[config.mk]
export PLATFORM = sky130hd
export DESIGN_NAME = gbs_detect
export DESIGN_NICKNAME = d
export VERILOG_FILES = /design/src/design/assert_macros.svh /design/src/design/gbs_pkg.sv /design/src/design/gbs_detect.sv
export SDC_FILE = /design/constraint.sdc
export NUM_CORES = 2
export LEC_CHECK = 0
export ABC_AREA = 0
export ABC_CLOCK_PERIOD_IN_PS = 12650
export BUFFER_PORTS_ARGS = -buffer_cell sky130_fd_sc_hd__buf_2
export CORE_MARGIN = 2
export CORE_UTILIZATION = 45
export CTS_BUF_LIST = sky130_fd_sc_hd__clkbuf_8 sky130_fd_sc_hd__clkbuf_16
export DETAILED_ROUTE_END_ITERATION = 8
export PLACE_DENSITY = 0.64
export SLEW_MARGIN = 40
export SYNTH_ARGS = -nofsm -noshare
export SYNTH_HDL_FRONTEND = slang
export SYNTH_MEMORY_MAX_BITS = 65536
export SYNTH_SLANG_ARGS = --single-unit
[constraint.sdc]
create_clock -name clk -period 12.65 [get_ports clk]
set_input_delay 0 -clock clk [delete_from_list [all_inputs] [get_ports clk]]
set_output_delay 0 -clock clk [all_outputs]
set_load 0.02 [all_outputs]
[src/design/assert_macros.svh]
// ----------------------------------------------------------------------------
// Assertion macros
// Shared concurrent assertion forms for the background subtraction block.
// ----------------------------------------------------------------------------
`ifndef ASSERT_MACROS_SVH
`define ASSERT_MACROS_SVH
`ifndef ASSERT_OFF
// property must hold at every clock edge out of reset
`define GBS_ASSERT(lbl, clk, rst_n, prop) \
    lbl: assert property (@(posedge clk) disable iff (!rst_n) (prop)) \
        else $error("assertion failed");
// condition must never be true out of reset
`define GBS_NEVER(lbl, clk, rst_n, cond) \
    lbl: assert property (@(posedge clk) disable iff (!rst_n) !(cond)) \
        else $error("forbidden condition seen");
`else
`define GBS_ASSERT(lbl, clk, rst_n, prop)
`define GBS_NEVER(lbl, clk, rst_n, cond)
`endif
`endif

[src/design/gbs_pkg.sv]
// ----------------------------------------------------------------------------
// gbs_pkg
// Widths, constants, reciprocal table and pipeline word types.
// ----------------------------------------------------------------------------
package gbs_pkg;

    localparam int MAX_PIXELS  = 524288;
    localparam int PIXEL_BITS  = 8;
    localparam int ADDR_W      = $clog2(MAX_PIXELS);
    localparam int POS_W       = ADDR_W + 1;
    localparam int SUM_W       = 14;
    localparam int SQ_W        = 22;
    localparam int RAM_W       = SUM_W + SQ_W;
    localparam int FRAME_W     = 7;
    localparam int TRAIN_W     = 6;
    localparam int TMULT_W     = 4;
    localparam int N_W         = 6;
    localparam int MEAN_W      = 8;
    localparam int DEV_W       = 7;
    localparam int RECIP_W     = 31;
    localparam int RECIP_SHIFT = 30;
    localparam int PROD_W      = 54;
    localparam int DET_STAGES  = 17;

    localparam longint unsigned RECIP_ONE = 64'd1073741824;

    // ceil(2^30 / n), entry zero unused
    localparam logic [RECIP_W-1:0] RECIP_TABLE [64] = '{
        31'(RECIP_ONE),
        31'((RECIP_ONE + 0) / 1),   31'((RECIP_ONE + 1) / 2),   31'((RECIP_ONE + 2) / 3),
        31'((RECIP_ONE + 3) / 4),   31'((RECIP_ONE + 4) / 5),   31'((RECIP_ONE + 5) / 6),
        31'((RECIP_ONE + 6) / 7),   31'((RECIP_ONE + 7) / 8),   31'((RECIP_ONE + 8) / 9),
        31'((RECIP_ONE + 9) / 10),  31'((RECIP_ONE + 10) / 11), 31'((RECIP_ONE + 11) / 12),
        31'((RECIP_ONE + 12) / 13), 31'((RECIP_ONE + 13) / 14), 31'((RECIP_ONE + 14) / 15),
        31'((RECIP_ONE + 15) / 16), 31'((RECIP_ONE + 16) / 17), 31'((RECIP_ONE + 17) / 18),
        31'((RECIP_ONE + 18) / 19), 31'((RECIP_ONE + 19) / 20), 31'((RECIP_ONE + 20) / 21),
        31'((RECIP_ONE + 21) / 22), 31'((RECIP_ONE + 22) / 23), 31'((RECIP_ONE + 23) / 24),
        31'((RECIP_ONE + 24) / 25), 31'((RECIP_ONE + 25) / 26), 31'((RECIP_ONE + 26) / 27),
        31'((RECIP_ONE + 27) / 28), 31'((RECIP_ONE + 28) / 29), 31'((RECIP_ONE + 29) / 30),
        31'((RECIP_ONE + 30) / 31), 31'((RECIP_ONE + 31) / 32), 31'((RECIP_ONE + 32) / 33),
        31'((RECIP_ONE + 33) / 34), 31'((RECIP_ONE + 34) / 35), 31'((RECIP_ONE + 35) / 36),
        31'((RECIP_ONE + 36) / 37), 31'((RECIP_ONE + 37) / 38), 31'((RECIP_ONE + 38) / 39),
        31'((RECIP_ONE + 39) / 40), 31'((RECIP_ONE + 40) / 41), 31'((RECIP_ONE + 41) / 42),
        31'((RECIP_ONE + 42) / 43), 31'((RECIP_ONE + 43) / 44), 31'((RECIP_ONE + 44) / 45),
        31'((RECIP_ONE + 45) / 46), 31'((RECIP_ONE + 46) / 47), 31'((RECIP_ONE + 47) / 48),
        31'((RECIP_ONE + 48) / 49), 31'((RECIP_ONE + 49) / 50), 31'((RECIP_ONE + 50) / 51),
        31'((RECIP_ONE + 51) / 52), 31'((RECIP_ONE + 52) / 53), 31'((RECIP_ONE + 53) / 54),
        31'((RECIP_ONE + 54) / 55), 31'((RECIP_ONE + 55) / 56), 31'((RECIP_ONE + 56) / 57),
        31'((RECIP_ONE + 57) / 58), 31'((RECIP_ONE + 58) / 59), 31'((RECIP_ONE + 59) / 60),
        31'((RECIP_ONE + 60) / 61), 31'((RECIP_ONE + 61) / 62), 31'((RECIP_ONE + 62) / 63)
    };

    // pixel handed from the model store to the detection pipeline
    typedef struct packed {
        logic [PIXEL_BITS-1:0] x;
        logic [N_W-1:0]        n;
        logic [SUM_W-1:0]      sum;
        logic [SQ_W-1:0]       sq;
    } det_in_t;

    // word carried through the detection pipeline
    typedef struct packed {
        logic [PIXEL_BITS-1:0] x;
        logic [N_W-1:0]        n;
        logic [SUM_W-1:0]      sum;
        logic [SQ_W-1:0]       sq;
        logic [RECIP_W-1:0]    recip;
        logic [PROD_W-1:0]     prod;
        logic [MEAN_W-1:0]     mean;
        logic [21:0]           ms;
        logic [15:0]           mm;
        logic [21:0]           nmm;
        logic signed [24:0]    t;
        logic [22:0]           num;
        logic [13:0]           var_c;
        logic [DEV_W-1:0]      root;
        logic [10:0]           thr;
        logic [PIXEL_BITS-1:0] diff;
        logic                  fg;
    } det_t;

endpackage

[src/design/gbs_detect.sv]
// ----------------------------------------------------------------------------
// gbs_detect
// Pipelined mean, deviation and threshold decision for detection pixels.
// ----------------------------------------------------------------------------
module gbs_detect (
    input  logic                              clk,
    input  logic                              rst_n,
    input  logic                              in_valid,
    output logic                              in_ready,
    input  gbs_pkg::det_in_t                  in_word,
    input  logic [gbs_pkg::TMULT_W-1:0]       threshold_mult,
    output logic                              out_valid,
    input  logic                              out_ready,
    output logic                              out_fg,
    output logic [gbs_pkg::MEAN_W-1:0]        out_mean,
    output logic [gbs_pkg::DEV_W-1:0]         out_dev
);

    localparam int D = gbs_pkg::DET_STAGES;

    gbs_pkg::det_t det_reg  [D];
    gbs_pkg::det_t det_next [D];
    logic          valid_reg [D];
    logic          stage_ready [D+1];

    // one step of the datapath for stage k
    function automatic gbs_pkg::det_t det_stage(input int unsigned k,
                                                input gbs_pkg::det_t d,
                                                input logic [gbs_pkg::TMULT_W-1:0] tm);
        gbs_pkg::det_t       r;
        logic [14:0]         q;
        logic [23:0]         vq;
        logic signed [24:0]  acc;
        logic [6:0]          trial;
        logic [13:0]         sq_trial;
        int unsigned         bitpos;
        r        = d;
        q        = '0;
        vq       = '0;
        acc      = '0;
        trial    = '0;
        sq_trial = '0;
        bitpos   = 0;
        case (k)
            1: r.prod = gbs_pkg::PROD_W'(45'(d.sum) * 45'(d.recip));
            2:
            begin
                q      = d.prod[gbs_pkg::RECIP_SHIFT +: 15];
                r.mean = (q > 15'd255) ? 8'd255 : q[7:0];
            end
            3:
            begin
                r.ms = 22'(d.mean) * 22'(d.sum);
                r.mm = 16'(d.mean) * 16'(d.mean);
            end
            4:
            begin
                r.nmm = 22'(d.n) * 22'(d.mm);
                r.t   = $signed({3'b000, d.sq}) - $signed({2'b00, d.ms, 1'b0});
            end
            5:
            begin
                acc   = d.t + $signed({3'b000, d.nmm});
                r.num = acc[24] ? 23'd0 : acc[22:0];
            end
            6: r.prod = gbs_pkg::PROD_W'(d.num) * gbs_pkg::PROD_W'(d.recip);
            7:
            begin
                vq      = d.prod[gbs_pkg::RECIP_SHIFT +: 24];
                r.var_c = (|vq[23:14]) ? 14'h3FFF : vq[13:0];
            end
            8, 9, 10, 11, 12, 13, 14:
            begin
                // one root bit a stage, most significant first
                bitpos   = 14 - k;
                trial    = d.root | (7'd1 << bitpos);
                sq_trial = 14'(trial) * 14'(trial);
                if (sq_trial <= d.var_c)
                begin
                    r.root = trial;
                end
            end
            15:
            begin
                r.thr  = 11'(tm) * 11'(d.root);
                r.diff = (d.x > d.mean) ? (d.x - d.mean) : (d.mean - d.x);
            end
            16: r.fg = ({3'b000, d.diff} > d.thr);
            default: r = d;
        endcase
        return r;
    endfunction

    // ready runs back from the output
    assign stage_ready[D] = out_ready;
    for (genvar g = 0; g < D; g++)
    begin : g_ready
        assign stage_ready[g] = !valid_reg[g] || stage_ready[g+1];
    end

    // load the entry stage and compute each later stage
    always_comb
    begin
        det_next[0]       = '0;
        det_next[0].x     = in_word.x;
        det_next[0].n     = in_word.n;
        det_next[0].sum   = in_word.sum;
        det_next[0].sq    = in_word.sq;
        det_next[0].recip = gbs_pkg::RECIP_TABLE[in_word.n];
        for (int k = 1; k < D; k++)
        begin
            det_next[k] = det_stage(k, det_reg[k-1], threshold_mult);
        end
    end

    // advance valid bits
    always_ff @(posedge clk or negedge rst_n)
    begin
        if (!rst_n)
        begin
            for (int k = 0; k < D; k++)
            begin
                valid_reg[k] <= 1'b0;
            end
        end
        else
        begin
            for (int k = 0; k < D; k++)
            begin
                if (stage_ready[k])
                begin
                    valid_reg[k] <= (k == 0) ? in_valid : valid_reg[(k == 0) ? 0 : k-1];
                end
            end
        end
    end

    // advance payload
    always_ff @(posedge clk)
    begin
        if (stage_ready[0] && in_valid)
        begin
            det_reg[0] <= det_next[0];
        end
        for (int k = 1; k < D; k++)
        begin
            if (stage_ready[k] && valid_reg[k-1])
            begin
                det_reg[k] <= det_next[k];
            end
        end
    end

    assign in_ready  = stage_ready[0];
    assign out_valid = valid_reg[D-1];
    assign out_fg    = det_reg[D-1].fg;
    assign out_mean  = det_reg[D-1].mean;
    assign out_dev   = det_reg[D-1].root;

endmodule

==> implementation parameters <==
Parameter                              Value

Clock network
  Worst skew pair latency ... 0.73 ns
  Post CTS Setup Buffer Count ... 0
  Root cell of the clock tree ... sky130_fd_sc_hd__clkbuf_16
  Total clock sinks ... 901
  Inserted Clock Buffers ... 93
  Number of hold buffers added after CTS ... 96
  Clock tree from TritonCTS ... done
  Clock Pin Slew Worst Setup and Hold Paths ... 0.06 ns
  Maximum clock path buffer count ... 3
  CTS H-tree lvls ... 3
  PostCTS Resize Cnt ... 0

Global route
  Total routing resource utilization after global routing ... 20.11%
  Pin count of the biggest net entering global routing ... 76
  Initial antenna violation count ... 3
  Number of global-route vias before repair ... 53290
  Total congestion overflow after global routing ... 0
  Wire length of the first global-routing pass ... 285900 um

Synth
  Most area-hungry cell type in the Yosys netlist ... sky130_fd_sc_hd__edfxtp_1
  Distinct cell type count of the synthesized netlist ... 81
  Cells taking the most area after synthesis ... sky130_fd_sc_hd__edfxtp_1 (34%), sky130_fd_sc_hd__fa_1 (29%), sky130_fd_sc_hd__ha_1 (9.5%)
  Async SR Flop Fraction ... 1.887%
  Post-synthesis cell area ... 0.07874 sq mm
  Total of flip-flops plus latches after synthesis ... 901
  Number of nets produced by synthesis ... 8853
  Post-Syn Instances ... 7054
  Share of Yosys cell area claimed by the top area cell type ... 33.71%
  Top flip-flop cell by instance count after synthesis ... sky130_fd_sc_hd__edfxtp_1
  Number of synthesis warnings ... 0
  Number of enable flip-flop cells after synthesis ... 884
  Sequential area share after synthesis ... 34.25%
  Mean instance size in the synthesized netlist ... 11.16 sq um

Drt
  DRC violation count after routing ... 0
  Count of TritonRoute iterations in the first routing pass ... 6
  Number of nets still failing antenna checks after routing ... 0
  Detailed-route vias per instance ... 5.161
  Count of vias placed by the detailed router ... 49250
  Routed wirelength normalized by instance count ... 18.24 um
  Number of violations reported at the end of detailed-routing iteration 0 ... 3194
  Final Routed Wirelength ... 174000 um

Worst hold path
  Hold Crit Start ... in_word[14]
  Type of the most critical hold path ... input port to flip-flop

Layout
  Filler instances ... 15520
  Fraction of final layout cells with drive strength greater than 1 ... 5.265%
  Ant diodes ... 0
  Max reg flops ... 884
  Final design instance area without fill ... 0.08593 sq mm
  NumNets Final ... 8941
  Layout overhead on the synthesized area ... 9.126%

Placement
  Number of buffers added on ports ... 75
  Routability Congestion ... 0.8794
  Half-perimeter wire length after detailed placement ... 126700 um
  Dpl cell area ... 0.08185 sq mm

Job
  Reported max-cap violation count ... 0

Timing
  Final hold violation count ... 0
  Final Setup Violations ... 0
  Worst Max-Slew Pin Slew ... 0.8579 ns
  Max Clk Rate ... 130.0 MHz
  Post-route minimum period ... 7.692 ns
  Remaining max-slew budget at the tightest pin ... 42.81%
  Share of the cycle needed by the critical path after routing ... 60.81%
  Fin. max-slew vios ... 0
  Setup repair after global routing missed its margin ... no
  Post-route clock skew ... 0.07410 ns
  Worst hold slack ... 0.04141 ns
  Setup TNS Final ... 0 ns

Floorplanning
  Row cnt ... 153
  Die area ... 0.1783 sq mm
  Vertical extent of the die ... 422.3 um
  Core box area ... 0.1738 sq mm
  Die width ... 422.3 um
  # IOs ... 76
  Effective utilization at floorplan ... 45.30%

Critical path
  Worst endpoint data arrival time ... 8.15 ns
  R2r startpoint ... det_reg[0][1678]
  Kind of start point of the critical path ... flip-flop
  Critical path peak fanout ... 14
  Setup CP Type ... flip-flop to flip-flop
  Worst setup EP type ... flip-flop
  Worst setup path startpoint ... det_reg[0][1678]
  Req. time, crit path ... 13.11 ns

Run status
  Outcome ... finished clean
through the flow:
stage / cells / setup slack (ns) / utilization, %
6_report: 9542 / 4.958 / 49.43
5_1_grt: 9542 / 4.622 / 49.43
4_1_cts: 9538 / 4.922 / 49.41
3_5_place_dp: 9272 / 4.976 / 47.09
3_3_place_gp: 9254 / 4.529 / 46.94
2_1_floorplan: 7054 / 5.941 / -
critical path, stage by stage, from the launching register on:
cell	delay [ns]
sky130_fd_sc_hd__edfxtp_1	0.62
sky130_fd_sc_hd__buf_8	0.26
sky130_fd_sc_hd__and2_1	0.18
sky130_fd_sc_hd__fa_1	0.47
sky130_fd_sc_hd__fa_1	0.56
sky130_fd_sc_hd__inv_1	0.06
sky130_fd_sc_hd__fa_1	0.49
sky130_fd_sc_hd__inv_1	0.06
sky130_fd_sc_hd__fa_1	0.38
sky130_fd_sc_hd__inv_1	0.08
sky130_fd_sc_hd__fa_1	0.40
sky130_fd_sc_hd__inv_1	0.09
sky130_fd_sc_hd__fa_1	0.43
sky130_fd_sc_hd__fa_1	0.48
sky130_fd_sc_hd__ha_1	0.32
sky130_fd_sc_hd__nand2_1	0.10
sky130_fd_sc_hd__o21ai_0	0.41
sky130_fd_sc_hd__a221o_1	0.26
sky130_fd_sc_hd__nand2_1	0.19
sky130_fd_sc_hd__a21o_1	0.23
sky130_fd_sc_hd__o211a_1	0.34
sky130_fd_sc_hd__o21ai_0	0.46
sky130_fd_sc_hd__a31oi_1	0.25
sky130_fd_sc_hd__o21bai_1	0.22
sky130_fd_sc_hd__xor2_1	0.09
cells in the final DEF (no fill, tap or decap), drive strengths merged, types with 7 or more instances in the layout:
| cell type | instances |
|---|---|
| nand2 | 926 |
| o21bai | 30 |
| buf | 175 |
| o211ai | 17 |
| nand3 | 44 |
| ha | 600 |
| and2 | 645 |
| nand4 | 20 |
| a21oi | 181 |
| o21ai | 108 |
| nor2 | 156 |
| inv | 1363 |
| o31ai | 7 |
| bufinv | 9 |
| o21a | 29 |
| dlygate4sd3 | 96 |
| and3 | 14 |
| or2 | 35 |
| nor2b | 54 |
| or3 | 13 |
| a21boi | 11 |
| a21o | 45 |
| o311ai | 8 |
| a31oi | 25 |
| xnor2 | 133 |
| clkbuf | 93 |
| mux2i | 9 |
| clkinv | 42 |
| fa | 1141 |
| a211oi | 19 |
| nor3 | 58 |
| xor2 | 43 |
| nand2b | 38 |
| edfxtp | 884 |
| o221ai | 7 |
| dfrtp | 17 |
| nor4 | 9 |
| a311oi | 9 |
layout make-up:
class / instances / area (sq um) / area share [%]
clock inverters: 77 / 737.0 / 0.8577
multi-input cells: 4532 / 45730 / 53.22
inverters: 1343 / 5041 / 5.867
repair buffers: 271 / 2208 / 2.570
clock buffers: 93 / 2327 / 2.708
well taps: 2325 / 2909 / 3.386
flip-flops and latches: 901 / 26970 / 31.39
path summary, 6_finish.rpt:
path	endpoint	slack, ns	depth (start not counted)
max in group asynchronous	valid_reg[12]	12.02	4
worst min-delay path	det_reg[0][256]	0.04	2
worst max-delay path	det_reg[0][1948]	4.96	24
min in group asynchronous	valid_reg[9]	0.35	4
worst max register to register	det_reg[0][1948]	4.96	24
worst min register to register	det_reg[0][540]	0.39	0
routing by layer:
metal  global-route usage, %  routed length, um  vias up
met5                       0                  0        -
met4                   6.250               5752        0
met3                   2.804              10010      344
met2                   34.37              86050     1427
met1                   26.53              72200    25100
li1                        -                  -    22380
cells by family after synthesis:
kind of cell    after synthesis  share of synthesized area (%)
flops                       901                          34.25
other cells                   2                       0.009538
buf+inv                    1621                          7.745
fa+ha+maj                  1741                          38.54
compound gates              557                          4.532
mux                          19                         0.3146
simple gates               2037                          12.65
xor+xnor                    176                          1.958
cells in the mapped netlist, types with 12 or more instances:
cell,n
sky130_fd_sc_hd__inv_1,1341
sky130_fd_sc_hd__o21bai_1,30
sky130_fd_sc_hd__o211ai_1,17
sky130_fd_sc_hd__nor2_1,156
sky130_fd_sc_hd__ha_1,600
sky130_fd_sc_hd__xnor2_1,133
sky130_fd_sc_hd__nand2_1,926
sky130_fd_sc_hd__or2_2,35
sky130_fd_sc_hd__and2_1,645
sky130_fd_sc_hd__a31oi_1,25
sky130_fd_sc_hd__a21o_1,45
sky130_fd_sc_hd__nand4_1,20
sky130_fd_sc_hd__nor2b_1,54
sky130_fd_sc_hd__a211oi_1,19
sky130_fd_sc_hd__edfxtp_1,884
sky130_fd_sc_hd__and3_1,14
sky130_fd_sc_hd__fa_1,1141
sky130_fd_sc_hd__or3_1,13
sky130_fd_sc_hd__nand3_1,44
sky130_fd_sc_hd__nor3_1,58
sky130_fd_sc_hd__buf_1,12
sky130_fd_sc_hd__o21a_1,29
sky130_fd_sc_hd__dfrtp_1,17
sky130_fd_sc_hd__clkbuf_1,262
sky130_fd_sc_hd__nand2b_1,38
sky130_fd_sc_hd__xor2_1,43
sky130_fd_sc_hd__o21ai_0,104
sky130_fd_sc_hd__a21oi_1,181
Power is left out: the tool's default activity adds up to more than one toggle a clock period on the data nets, which glitch-free logic cannot reach.
